File: src/calendar_date_info_core_defines.svh
// assertion macros used by the calendar date info core design file
`ifndef CALENDAR_DATE_INFO_CORE_DEFINES_SVH
`define CALENDAR_DATE_INFO_CORE_DEFINES_SVH

// generic clocked check, disabled while reset is asserted
`define CDI_ASSERT(label, clk, rstn, prop, msg) \
  label: assert property (@(posedge clk) disable iff (!rstn) prop) \
    else $error(msg);

// same check on the standard clock and reset port names
`define CDI_ASSERT_DEF(label, prop, msg) \
  `CDI_ASSERT(label, clk_i, rst_ni, prop, msg)

`endif

File: src/cdi_pkg.sv
// types, constants and calendar tables for the calendar date info core
`default_nettype none

package cdi_pkg;

  localparam int DayW  = 5;
  localparam int MonW  = 4;
  localparam int YearW = 14;
  localparam int WdW   = 3;
  localparam int DoyW  = 9;
  localparam int MaskW = 7;

  localparam logic [MaskW-1:0] MaskReset  = 7'd96;
  localparam logic [WdW-1:0]   WdSaturday = 3'd6;
  localparam logic [MonW-1:0]  MonFeb     = 4'd2;
  localparam logic [MonW-1:0]  MonDec     = 4'd12;

  // floor(x / 25) == (x * Recip25) >> RecipShift for x below 16384
  localparam logic [12:0] Recip25    = 13'd5243;
  localparam int          RecipShift = 17;

  typedef struct packed {
    logic            date_valid;
    logic [WdW-1:0]  weekday;
    logic            leap_year;
    logic            weekend_flag;
    logic            business_day;
    logic            end_of_week;
    logic [DoyW-1:0] day_of_year;
    logic [WdW-1:0]  days_to_week_end;
    logic [DayW-1:0] days_to_month_end;
    logic [DoyW-1:0] days_to_year_end;
  } res_t;

  // days in a month of a common year
  function automatic logic [DayW-1:0] month_len(input logic [MonW-1:0] m);
    logic [DayW-1:0] r;
    case (m)
      4'd1:    r = 5'd31;
      4'd2:    r = 5'd28;
      4'd3:    r = 5'd31;
      4'd4:    r = 5'd30;
      4'd5:    r = 5'd31;
      4'd6:    r = 5'd30;
      4'd7:    r = 5'd31;
      4'd8:    r = 5'd31;
      4'd9:    r = 5'd30;
      4'd10:   r = 5'd31;
      4'd11:   r = 5'd30;
      4'd12:   r = 5'd31;
      default: r = 5'd0;
    endcase
    return r;
  endfunction

  // days before the first of the month in a common year
  function automatic logic [DoyW-1:0] cum_days(input logic [MonW-1:0] m);
    logic [DoyW-1:0] r;
    case (m)
      4'd1:    r = 9'd0;
      4'd2:    r = 9'd31;
      4'd3:    r = 9'd59;
      4'd4:    r = 9'd90;
      4'd5:    r = 9'd120;
      4'd6:    r = 9'd151;
      4'd7:    r = 9'd181;
      4'd8:    r = 9'd212;
      4'd9:    r = 9'd243;
      4'd10:   r = 9'd273;
      4'd11:   r = 9'd304;
      4'd12:   r = 9'd334;
      default: r = 9'd0;
    endcase
    return r;
  endfunction

  // (31 * mm) / 12 with mm counted from March as one
  function automatic logic [4:0] month_offset(input logic [MonW-1:0] m);
    logic [4:0] r;
    case (m)
      4'd1:    r = 5'd28;
      4'd2:    r = 5'd31;
      4'd3:    r = 5'd2;
      4'd4:    r = 5'd5;
      4'd5:    r = 5'd7;
      4'd6:    r = 5'd10;
      4'd7:    r = 5'd12;
      4'd8:    r = 5'd15;
      4'd9:    r = 5'd18;
      4'd10:   r = 5'd20;
      4'd11:   r = 5'd23;
      4'd12:   r = 5'd25;
      default: r = 5'd0;
    endcase
    return r;
  endfunction

  // 8 is 1 mod 7, so octal digits fold
  function automatic logic [WdW-1:0] mod7(input logic [14:0] x);
    logic [5:0] s1;
    logic [3:0] s2;
    s1 = 6'(x[2:0]) + 6'(x[5:3]) + 6'(x[8:6]) + 6'(x[11:9]) + 6'(x[14:12]);
    s2 = 4'(s1[2:0]) + 4'(s1[5:3]);
    if (s2 >= 4'd7) begin
      s2 = s2 - 4'd7;
    end
    return s2[2:0];
  endfunction

endpackage

`default_nettype wire

File: src/cdi_if.sv
// valid/ready channel interfaces for dates, results and the weekend mask
`default_nettype none

interface cdi_in_if import cdi_pkg::*; ();
  logic             valid;
  logic             ready;
  logic [DayW-1:0]  day;
  logic [MonW-1:0]  month;
  logic [YearW-1:0] year;

  modport source (output valid, output day, output month, output year, input ready);
  modport sink (input valid, input day, input month, input year, output ready);
endinterface

interface cdi_out_if import cdi_pkg::*; ();
  logic            valid;
  logic            ready;
  logic            date_valid;
  logic [WdW-1:0]  weekday;
  logic            leap_year;
  logic            weekend_flag;
  logic            business_day;
  logic            end_of_week;
  logic [DoyW-1:0] day_of_year;
  logic [WdW-1:0]  days_to_week_end;
  logic [DayW-1:0] days_to_month_end;
  logic [DoyW-1:0] days_to_year_end;

  modport source (
    output valid, output date_valid, output weekday, output leap_year,
    output weekend_flag, output business_day, output end_of_week,
    output day_of_year, output days_to_week_end, output days_to_month_end,
    output days_to_year_end, input ready
  );
  modport sink (
    input valid, input date_valid, input weekday, input leap_year,
    input weekend_flag, input business_day, input end_of_week,
    input day_of_year, input days_to_week_end, input days_to_month_end,
    input days_to_year_end, output ready
  );
endinterface

interface cdi_cfg_if import cdi_pkg::*; ();
  logic             valid;
  logic             ready;
  logic [MaskW-1:0] data;

  modport source (output valid, output data, input ready);
  modport sink (input valid, input data, output ready);
endinterface

`default_nettype wire

File: src/calendar_date_info_core.sv
// top level: weekday, leap year and day counts for a Gregorian date
//
//   port    dir  carries
//   in_i    in   day, month, year
//   res_o   out  one result transaction per date
//   cfg_i   in   weekend mask write
//
// a date passes the date input register, then the result register
// one date per cycle sustained while res_o is ready; the calendar logic between the registers is combinational
// stalls on res_o back up through both registers to in_i.ready
// cfg_i is always ready; reset sets the weekend mask to Friday and Saturday
// reset clears both pipeline valid bits
`default_nettype none
`include "calendar_date_info_core_defines.svh"

module calendar_date_info_core import cdi_pkg::*; (
  input  wire         clk_i,
  input  wire         rst_ni,
  cdi_in_if.sink      in_i,
  cdi_out_if.source   res_o,
  cdi_cfg_if.sink     cfg_i
);

  logic             in_valid_q, in_valid_d;
  logic [DayW-1:0]  day_q;
  logic [MonW-1:0]  month_q;
  logic [YearW-1:0] year_q;
  logic             res_valid_q, res_valid_d;
  res_t             res_q, res_d;
  logic [MaskW-1:0] mask_q, mask_d;

  logic s1_ready, s2_ready;

  assign s2_ready   = !res_valid_q || res_o.ready;
  assign s1_ready   = !in_valid_q || s2_ready;
  assign in_i.ready = s1_ready;
  assign cfg_i.ready = 1'b1;

  assign in_valid_d  = s1_ready ? in_i.valid : in_valid_q;
  assign res_valid_d = s2_ready ? in_valid_q : res_valid_q;
  assign mask_d      = cfg_i.valid ? cfg_i.data : mask_q;

  always_ff @(posedge clk_i or negedge rst_ni) begin
    if (!rst_ni) begin
      in_valid_q  <= 1'b0;
      res_valid_q <= 1'b0;
      mask_q      <= MaskReset;
    end else begin
      in_valid_q  <= in_valid_d;
      res_valid_q <= res_valid_d;
      mask_q      <= mask_d;
    end
  end

  always_ff @(posedge clk_i) begin
    if (in_i.valid && s1_ready) begin
      day_q   <= in_i.day;
      month_q <= in_i.month;
      year_q  <= in_i.year;
    end
    if (in_valid_q && s2_ready) begin
      res_q <= res_d;
    end
  end

  // leap year: divisible by 4, and not by 100 unless by 400 (by 16 and 25)
  logic [26:0]      y_prod;
  logic [9:0]       y_div25;
  logic [YearW-1:0] y_mod25;
  logic             leap;

  assign y_prod  = 27'(year_q) * 27'(Recip25);
  assign y_div25 = y_prod[26:RecipShift];
  assign y_mod25 = year_q - (YearW'({y_div25, 4'b0}) + YearW'({y_div25, 3'b0})
                   + YearW'(y_div25));
  assign leap    = (year_q[1:0] == 2'b00) && ((y_mod25 != '0) || (year_q[3:0] == 4'b0));

  // month length and date check
  logic [DayW-1:0] dim;
  logic            valid;

  assign dim   = month_len(month_q) + DayW'(month_q == MonFeb && leap);
  assign valid = (month_q != '0) && (month_q <= MonDec) && (day_q != '0) && (day_q <= dim);

  // weekday congruence with January and February counted in the prior year
  logic [14:0] yy;
  logic [25:0] c_prod;
  logic [8:0]  cent;
  logic [14:0] wsum;
  logic [WdW-1:0] wd;

  assign yy     = 15'(year_q) + 15'd400 - 15'(month_q <= MonFeb);
  assign c_prod = 26'(yy[14:2]) * 26'(Recip25);
  assign cent   = c_prod[25:RecipShift];
  assign wsum   = 15'(day_q) + yy + 15'(yy[14:2]) + 15'(cent[8:2])
                  + 15'(month_offset(month_q)) - 15'(cent);
  assign wd     = mod7(wsum);

  logic [DoyW-1:0] doy;
  logic [DoyW-1:0] ylen;
  logic            wk;

  assign doy  = DoyW'(day_q) + cum_days(month_q) + DoyW'(leap && month_q > MonFeb);
  assign ylen = leap ? 9'd366 : 9'd365;
  assign wk   = mask_q[wd];

  always_comb begin
    res_d = '0;
    if (valid) begin
      res_d.date_valid        = 1'b1;
      res_d.weekday           = wd;
      res_d.leap_year         = leap;
      res_d.weekend_flag      = wk;
      res_d.business_day      = !wk;
      res_d.end_of_week       = (wd == WdSaturday);
      res_d.day_of_year       = doy;
      res_d.days_to_week_end  = WdSaturday - wd;
      res_d.days_to_month_end = dim - day_q + DayW'(1);
      res_d.days_to_year_end  = ylen - doy + DoyW'(1);
    end
  end

  assign res_o.valid             = res_valid_q;
  assign res_o.date_valid        = res_q.date_valid;
  assign res_o.weekday           = res_q.weekday;
  assign res_o.leap_year         = res_q.leap_year;
  assign res_o.weekend_flag      = res_q.weekend_flag;
  assign res_o.business_day      = res_q.business_day;
  assign res_o.end_of_week       = res_q.end_of_week;
  assign res_o.day_of_year       = res_q.day_of_year;
  assign res_o.days_to_week_end  = res_q.days_to_week_end;
  assign res_o.days_to_month_end = res_q.days_to_month_end;
  assign res_o.days_to_year_end  = res_q.days_to_year_end;

  `CDI_ASSERT_DEF(a_invalid_zero,
    res_valid_q && !res_q.date_valid |-> res_q.weekday == '0 && res_q.leap_year == 1'b0
      && res_q.day_of_year == '0 && res_q.days_to_year_end == '0,
    "invalid date result carries nonzero fields")
  `CDI_ASSERT_DEF(a_business_day,
    res_valid_q && res_q.date_valid |-> res_q.business_day != res_q.weekend_flag,
    "business day flag does not mirror weekend flag")
  `CDI_ASSERT_DEF(a_week_end,
    res_valid_q && res_q.date_valid |-> (4'(res_q.weekday) + 4'(res_q.days_to_week_end))
      == 4'd6 && res_q.end_of_week == (res_q.weekday == WdSaturday),
    "weekday and days to week end disagree")
  `CDI_ASSERT_DEF(a_year_len,
    res_valid_q && res_q.date_valid |-> (10'(res_q.day_of_year)
      + 10'(res_q.days_to_year_end)) == (10'd366 + 10'(res_q.leap_year)),
    "day of year and days to year end disagree")

endmodule

`default_nettype wire

File: src/flat_wrapper.sv
// flat-port wrapper written by rule: the top's interface ports become plain ports
module calendar_date_info_core_flat import cdi_pkg::*;
  (clk_i, rst_ni, in_i_valid, in_i_day, in_i_month, in_i_year, in_i_ready, res_o_valid, res_o_date_valid, res_o_weekday, res_o_leap_year, res_o_weekend_flag, res_o_business_day, res_o_end_of_week, res_o_day_of_year, res_o_days_to_week_end, res_o_days_to_month_end, res_o_days_to_year_end, res_o_ready, cfg_i_valid, cfg_i_data, cfg_i_ready);
  cdi_in_if in_i_i ();
  cdi_out_if res_o_i ();
  cdi_cfg_if cfg_i_i ();
  input  wire clk_i;
  input  wire rst_ni;
  input wire logic [$bits(in_i_i.valid)-1:0] in_i_valid;
  input wire logic [$bits(in_i_i.day)-1:0] in_i_day;
  input wire logic [$bits(in_i_i.month)-1:0] in_i_month;
  input wire logic [$bits(in_i_i.year)-1:0] in_i_year;
  output wire logic [$bits(in_i_i.ready)-1:0] in_i_ready;
  output wire logic [$bits(res_o_i.valid)-1:0] res_o_valid;
  output wire logic [$bits(res_o_i.date_valid)-1:0] res_o_date_valid;
  output wire logic [$bits(res_o_i.weekday)-1:0] res_o_weekday;
  output wire logic [$bits(res_o_i.leap_year)-1:0] res_o_leap_year;
  output wire logic [$bits(res_o_i.weekend_flag)-1:0] res_o_weekend_flag;
  output wire logic [$bits(res_o_i.business_day)-1:0] res_o_business_day;
  output wire logic [$bits(res_o_i.end_of_week)-1:0] res_o_end_of_week;
  output wire logic [$bits(res_o_i.day_of_year)-1:0] res_o_day_of_year;
  output wire logic [$bits(res_o_i.days_to_week_end)-1:0] res_o_days_to_week_end;
  output wire logic [$bits(res_o_i.days_to_month_end)-1:0] res_o_days_to_month_end;
  output wire logic [$bits(res_o_i.days_to_year_end)-1:0] res_o_days_to_year_end;
  input wire logic [$bits(res_o_i.ready)-1:0] res_o_ready;
  input wire logic [$bits(cfg_i_i.valid)-1:0] cfg_i_valid;
  input wire logic [$bits(cfg_i_i.data)-1:0] cfg_i_data;
  output wire logic [$bits(cfg_i_i.ready)-1:0] cfg_i_ready;
  assign in_i_i.valid = in_i_valid;
  assign in_i_i.day = in_i_day;
  assign in_i_i.month = in_i_month;
  assign in_i_i.year = in_i_year;
  assign in_i_ready = in_i_i.ready;
  assign res_o_valid = res_o_i.valid;
  assign res_o_date_valid = res_o_i.date_valid;
  assign res_o_weekday = res_o_i.weekday;
  assign res_o_leap_year = res_o_i.leap_year;
  assign res_o_weekend_flag = res_o_i.weekend_flag;
  assign res_o_business_day = res_o_i.business_day;
  assign res_o_end_of_week = res_o_i.end_of_week;
  assign res_o_day_of_year = res_o_i.day_of_year;
  assign res_o_days_to_week_end = res_o_i.days_to_week_end;
  assign res_o_days_to_month_end = res_o_i.days_to_month_end;
  assign res_o_days_to_year_end = res_o_i.days_to_year_end;
  assign res_o_i.ready = res_o_ready;
  assign cfg_i_i.valid = cfg_i_valid;
  assign cfg_i_i.data = cfg_i_data;
  assign cfg_i_ready = cfg_i_i.ready;
  calendar_date_info_core u_core (.clk_i(clk_i), .rst_ni(rst_ni), .in_i(in_i_i), .res_o(res_o_i), .cfg_i(cfg_i_i));
endmodule
File: config.mk
export PLATFORM = sky130hd
export DESIGN_NAME = calendar_date_info_core_flat
export DESIGN_NICKNAME = d
export VERILOG_FILES = /design/src/cdi_pkg.sv /design/src/cdi_if.sv /design/src/calendar_date_info_core.sv /design/src/flat_wrapper.sv
export VERILOG_INCLUDE_DIRS = /design/src /design/src/src
export SDC_FILE = /design/constraint.sdc
export NUM_CORES = 1
export LEC_CHECK = 0
export BUFFER_PORTS_ARGS = -buffer_cell sky130_fd_sc_hd__buf_2
export CORE_UTILIZATION = 55
export CTS_CLUSTER_DIAMETER = 150
export CTS_CLUSTER_SIZE = 10
export DETAILED_ROUTE_END_ITERATION = 8
export GPL_ROUTABILITY_DRIVEN = 0
export HOLD_SLACK_MARGIN = 0.02
export PLACE_DENSITY = 0.73
export RECOVER_POWER = 100
export SLEW_MARGIN = 20
export SYNTH_ARGS = -nofsm -noshare
export SYNTH_HDL_FRONTEND = slang
export SYNTH_SLANG_ARGS = --single-unit
File: constraint.sdc
create_clock -name clk_i -period 20.7 [get_ports clk_i]
set_input_delay 2.07 -clock clk_i [delete_from_list [all_inputs] [get_ports clk_i]]
set_output_delay 2.07 -clock clk_i [all_outputs]
set_load 0.1 [all_outputs]
Word level (Yosys, flattened, before mapping)
Memories as Yosys holds them, arrays and structs flattened. A register that Yosys moved wholly into a read port is not among the register bits.
Index checks and enable logic that the tools add are counted.
{ "op_classes": {"n_eq_ne": 2, "order_cmp": 6, "n_addsub": 24, "n_reduce_logical": 19, "mux": 8, "n_mul": 2} }
{ "op_table": {"columns": ["op", "count"], "rows": [
  ["34-bit two-way mux", 1],
  ["14-bit by 13-bit multiplier with 27-bit output (second input constant)", 1],
  ["13-bit by 13-bit multiplier with 26-bit output (second input constant)", 1],
  ["6-bit by 3-bit adder with 6-bit output", 3],
  ["14-bit by 9-bit adder with 15-bit output (second input constant)", 1],
  ["15-bit by 13-bit adder with 15-bit output", 1],
  ["15-bit by 5-bit adder with 15-bit output", 1],
  ["15-bit by 7-bit adder with 15-bit output", 1],
  ["5-bit by 15-bit adder with 15-bit output", 1],
  ["15-bit by 1-bit subtractor with 15-bit output", 1],
  ["15-bit by 9-bit subtractor with 15-bit output", 1],
  ["14-bit by 10-bit adder with 14-bit output", 1],
  ["14-bit by 13-bit adder with 14-bit output", 1],
  ["14-bit nonzero test", 1],
  ["14-bit subtractor", 1],
  ["4-bit two-way mux", 3],
  ["5-bit by 9-bit adder with 9-bit output", 1],
  ["9-bit by 1-bit adder with 9-bit output", 1],
  ["9-bit by 1-bit adder with 9-bit output (second input constant)", 1],
  ["9-bit subtractor", 1],
  ["3-bit by 3-bit adder with 4-bit output", 2],
  ["1-bit logical AND", 8],
  ["5-bit by 1-bit adder with 5-bit output", 1],
  ["5-bit by 1-bit adder with 5-bit output (second input constant)", 1],
  ["other kinds (21)", 25]
]} }
{ "totals": {"memories": 3, "input_bits": 35, "mem_bits_ro": 304, "out_inout_bits": 37, "wordCells": 80, "ff_bits": 66} }
{ "memory_table": {"columns": ["memory", "words", "word_bits", "rd", "rd_clocked_by_memory_dff", "write_ports", "line_no", "rtl"], "rows": [
  ["(name not given)", 16, 9, 1, 1, 0, "cdi_pkg.sv:59", "case (m)"],
  ["(name not given)", 16, 5, 1, 1, 0, "cdi_pkg.sv:80", "case (m)"],
  ["(name not given)", 16, 5, 1, 1, 0, "cdi_pkg.sv:38", "case (m)"]
]} }

Longest topological paths before layout
{ "depth": {"ltp_word": 18, "ltp_mapped": 66} }

Worst setup path after synthesis
OpenSTA, ideal clock, no wires.
{ "synth_timing": {"kind": "register to register", "start": "register u_core.month_q[1]", "end": "register u_core.res_q, in the netlist u_core.res_o.weekend_flag (data pin)", "arrival_time_ns": 15.315, "stages_incl_launch_ff": 62, "slack_ns": 5.130, "path_cell_list": "edfxtp_1 > a211oi_1 > ha_1 > inv_1 > ha_1 > fa_1 > nor2b_1 > o21ai_0 > nand2b_1 > a211o_1 > a211o_1 > a211o_1 > a21o_1 > a21o_1 > xnor2_1 > inv_1 > fa_1 > ha_1 > [... 26 more ...] > a21boi_0 > o21ai_0 > nand2_1 > xnor2_1 > fa_1 > fa_1 > inv_1 > ha_1 > fa_1 > xor2_1 > ha_1 > fa_1 > ha_1 > a21boi_0 > xnor2_1 > mux4_2 > mux2_2 > and2_1"} }
{ "synth_via": {"elab_chain_len": 16} }
{ "synth_rtl": {"columns": ["element", "line_no", "rtl"], "rows": [
  ["from (decl)", "calendar_date_info_core.sv:26", "logic [MonW-1:0] month_q;"],
  ["from (signal assigned)", "calendar_date_info_core.sv:58", "month_q <= in_i.month;"],
  ["4-bit by 2-bit less-or-equal comparator with 1-bit output", "calendar_date_info_core.sv:92", "assign yy = 15'(year_q) + 15'd400 - 15'(month_q <= MonFeb);"],
  ["15-bit by 1-bit subtractor with 15-bit output", "calendar_date_info_core.sv:92", null],
  ["5-bit by 15-bit adder with 15-bit output", "calendar_date_info_core.sv:95", "assign wsum = 15'(day_q) + yy + 15'(yy[14:2]) + 15'(cent[8:2])"],
  ["15-bit by 13-bit adder with 15-bit output", "calendar_date_info_core.sv:95", null],
  ["15-bit by 7-bit adder with 15-bit output", "calendar_date_info_core.sv:95", null],
  ["15-bit by 5-bit adder with 15-bit output", "calendar_date_info_core.sv:96", "+ 15'(month_offset(month_q)) - 15'(cent);"],
  ["15-bit by 9-bit subtractor with 15-bit output", "calendar_date_info_core.sv:96", null],
  ["3-bit by 3-bit adder with 4-bit output", "cdi_pkg.sv:102", "s1 = 6'(x[2:0]) + 6'(x[5:3]) + 6'(x[8:6]) + 6'(x[11:9]) + 6'(x[14:12]);"],
  ["6-bit by 3-bit adder with 6-bit output (3 in series)", "cdi_pkg.sv:102", null],
  ["3-bit by 3-bit adder with 4-bit output", "cdi_pkg.sv:103", "s2 = 4'(s1[2:0]) + 4'(s1[5:3]);"],
  ["4-bit by 3-bit greater-or-equal comparator with 1-bit output / 3-bit subtractor (equally long branches)", "cdi_pkg.sv:104, cdi_pkg.sv:105", null],
  ["3-bit two-way mux", "cdi_pkg.sv:104", "if (s2 >= 4'd7) begin"],
  ["1-bit binary-select mux with 3-bit select", "calendar_date_info_core.sv:105", "assign wk = mask_q[wd];"],
  ["1-bit two-way mux (implied by the code)", "calendar_date_info_core.sv:105", null],
  ["to (signal assigned)", "calendar_date_info_core.sv:62", "res_q <= res_d;"],
  ["to (decl)", "calendar_date_info_core.sv:29", "res_t res_q, res_d;"]
]} }
Parallel ways exist; a longest one is shown, timed or not. The select of a mux whose other input is x is not followed.
A chain may end at the register's enable or synchronous reset.

Worst setup path in the final report
Same ends and word-level chain as after synthesis.

==> out/metrics.yaml <==
min_path:
  timing.hold.worst.class: "register to register"
place:
  place_hpwl_mm: 24.9
  placement.io_buffers: 70
global_route:
  grt.total_usage: 0.240
  maximum_number_of_pins_on_one_net_before_global_route_repair: 34
  overflow: 0
  antenna_found_initial: 2
  first_global_vias: 10000
  first_pass_grt_wire_length_mm: 48.5
finish:
  final_common_cell: "sky130_fd_sc_hd__ha_1"
  layout-drive-gt1-share: 0.0431
  insertedDiodeCount: 0
  area.growth.synth_to_final_pct: 7.21
  nNetsFinal: 1951
  most-common-layout-cells: "310 x sky130_fd_sc_hd__ha_1, 303 x sky130_fd_sc_hd__inv_1, 173 x sky130_fd_sc_hd__fa_1"
clock_tree:
  post-cts-setup-buffers: 0
  cts_inserted_buffers: 9
  clkLatencyLatePin_ps: 350
  numClockSinks: 82
  cts_root_buf: "sky130_fd_sc_hd__clkbuf_16"
  post_cts_resized: 0
  clkTransAtPathRegs_ps: 60
  clock_tree.htree_level_count: 3
  post_cts_hold_buffer_count: 0
  clock_path_buffers: 2
  tritoncts: "yes"
sta:
  min_period_ps: 17080
  period_share: 0.825
  maxSlewViolCount: 34
  worst_clock_skew_ps: 11.5
  final.setup.tns_ps: 0
  worst_pin_slew_ps: 1800
  timing.slew.headroom: -0.203
  rsz0062_at_grt: "false"
  max_freq_mhz: 58.6
  report.final.setup_viol: 0
  hold_viol_final: 0
synthesis:
  number_of_enable_type_register_cells_in_the_synthesized_netlist: 56
  syn_avg_cell_area_sq_um: 10.2
  synth-async-reset-ratio: 0.110
  synth_area_sq_um: 13800
  ys_warn_count: 0
  synth_cells: 1355
  post_synthesis_sequential_area_ratio: 0.163
  synth_cell_type_count: 67
  synth_seq_cells: 82
  syn-num-nets: 1873
  dominantRegCellSynth: "sky130_fd_sc_hd__edfxtp_1"
worst_setup_path:
  critPathSlowestCell: "sky130_fd_sc_hd__fa_1"
  required_time_reported_for_the_critical_path_endpoint_ps: 20800
  cp_max_fo: 6
  startpoint_type: "register"
  arrival_ps: 17180
  worst-setup-path-type: "register to register"
  worstSetupEndpointType: "register"
  critical_path.most_common_cell: "sky130_fd_sc_hd__fa_1"
  cp_slowest_stage_delay_ps: 550
routing:
  drt.antenna.violating_nets: 0
  drt_drc_violations_left: 0
  detail_route.vias_per_cell: 5.31
  first_iter_violations: 518
  drt-pass1-iter-count: 6
  avgRoutedWirePerCell_microns: 16.2
  dr_total_vias: 9351
  route.final.wire_length_mm: 28.5
floorplan:
  floorplan.die.width_microns: 161
  io_pins: 72
  initial_cell_density_of_the_core: 0.565
  die-area_sq_um: 25800
  die-height_microns: 161
  core-area_sq_um: 24500
  row_count: 57
outcome:
  status: "finished with violations"
  failing_checks: "capacitance limit, slew limit"
flow_run:
  drv_cap: 1
## metrics by stage
stage	setup slack [ps]	hold slack (ps)	utilization	cells	area (sq um)
3_5_place_dp	3730	490	0.597	1746	14600
3_3_place_gp	4100	477	0.597	1746	14600
5_1_grt	2370	532	0.606	1761	14800
2_1_floorplan	5130	449	-	1355	13800
4_1_cts	3680	508	0.609	1761	14900
6_report	3620	509	0.606	1761	14800
## layout make-up
| class | instances | area (sq um) |
|---|---|---|
| clock buffer | 9 | 225 |
| timing repair buffer | 77 | 335 |
| fill | 2051 | 9640 |
| multi-input combinational | 960 | 10400 |
| clock inverter | 6 | 65.1 |
| inverter | 303 | 1140 |
| sequential | 82 | 2250 |
| tap | 324 | 405 |
## final timing paths
kind,start,to,slack (ps),cells after the start
setup / recovery,u_core.month_q[1],u_core.res_o.weekend_flag,3620,63
hold reg to reg,u_core.in_valid_q,u_core.res_o.valid,510,1
max in group asynchronous,rst_ni,u_core.mask_q[6],18710,1
min in group asynchronous,rst_ni,u_core.mask_q[3],1650,1
hold / removal,u_core.in_valid_q,u_core.res_o.valid,510,1
setup reg to reg,u_core.month_q[1],u_core.res_o.weekend_flag,3620,63
## synthesized netlist by cell type (3+ instances only)
library cell	n	share of area
sky130_fd_sc_hd__o31ai_1	4	0.0022
sky130_fd_sc_hd__o21ai_0	48	0.017
sky130_fd_sc_hd__nand3_1	7	0.0025
sky130_fd_sc_hd__nand2_1	43	0.012
sky130_fd_sc_hd__o22ai_1	3	0.0014
sky130_fd_sc_hd__ha_1	310	0.28
sky130_fd_sc_hd__xnor2_1	55	0.035
sky130_fd_sc_hd__o211ai_1	3	0.0016
sky130_fd_sc_hd__nand2b_1	12	0.0054
sky130_fd_sc_hd__clkbuf_1	7	0.0019
sky130_fd_sc_hd__a21o_1	21	0.011
sky130_fd_sc_hd__a31oi_1	3	0.0014
sky130_fd_sc_hd__o21bai_1	4	0.0022
sky130_fd_sc_hd__o21a_1	7	0.0038
sky130_fd_sc_hd__o21ai_1	4	0.0014
sky130_fd_sc_hd__and4_1	3	0.0019
sky130_fd_sc_hd__a21oi_1	37	0.013
sky130_fd_sc_hd__fa_1	173	0.25
sky130_fd_sc_hd__dfrtp_1	7	0.013
sky130_fd_sc_hd__mux2_2	10	0.0081
sky130_fd_sc_hd__or4_1	3	0.0016
sky130_fd_sc_hd__a211oi_1	10	0.0054
sky130_fd_sc_hd__and3_1	4	0.0018
sky130_fd_sc_hd__or3_1	5	0.0023
sky130_fd_sc_hd__nand4_1	5	0.0023
sky130_fd_sc_hd__a21boi_0	6	0.0033
sky130_fd_sc_hd__a211o_1	4	0.0025
sky130_fd_sc_hd__edfxtp_1	56	0.12
sky130_fd_sc_hd__nor2_1	70	0.019
sky130_fd_sc_hd__dfxtp_1	17	0.025
sky130_fd_sc_hd__nor2b_1	11	0.0050
sky130_fd_sc_hd__nor3_1	10	0.0036
sky130_fd_sc_hd__xor2_1	30	0.019
sky130_fd_sc_hd__nor4_1	3	0.0014
sky130_fd_sc_hd__and2_1	12	0.0054
sky130_fd_sc_hd__mux2i_1	8	0.0058
sky130_fd_sc_hd__inv_1	303	0.082
## worst max-delay path: cells and delay by family (launching register included)
family,cells,cell delay [ps]
buffers and inverters,10,800
adders and majority gates,18,7380
xor gates and xnor gates,4,960
muxes,3,1240
DFF,1,430
and+or+nand+nor,6,880
AOI/OAI and AO/OA,22,5120
## kinds of logic (layout without fill, tap and decap cells)
kind of cell	after synthesis	count (layout)	synth area share
AOI/OAI and AO/OA	172	172	0.0801
adders and majority gates	483	483	0.531
xor gates and xnor gates	85	85	0.0538
buffers and inverters	313	395	0.0855
and+or+nand+nor	199	199	0.0704
muxes	20	20	0.0164
other	1	1	0.000271
DFF	82	82	0.163
## routing by layer
metal	wire, microns	GRT usage	vias up
li1	-	-	4579
met1	12800	0.310	4502
met2	13600	0.407	219
met3	1590	0.0509	47
met4	553	0.0619	4
met5	27	0	-
Power is not shown: default switching activity piles up to over one toggle a cycle in this logic, so the estimate is an artifact.
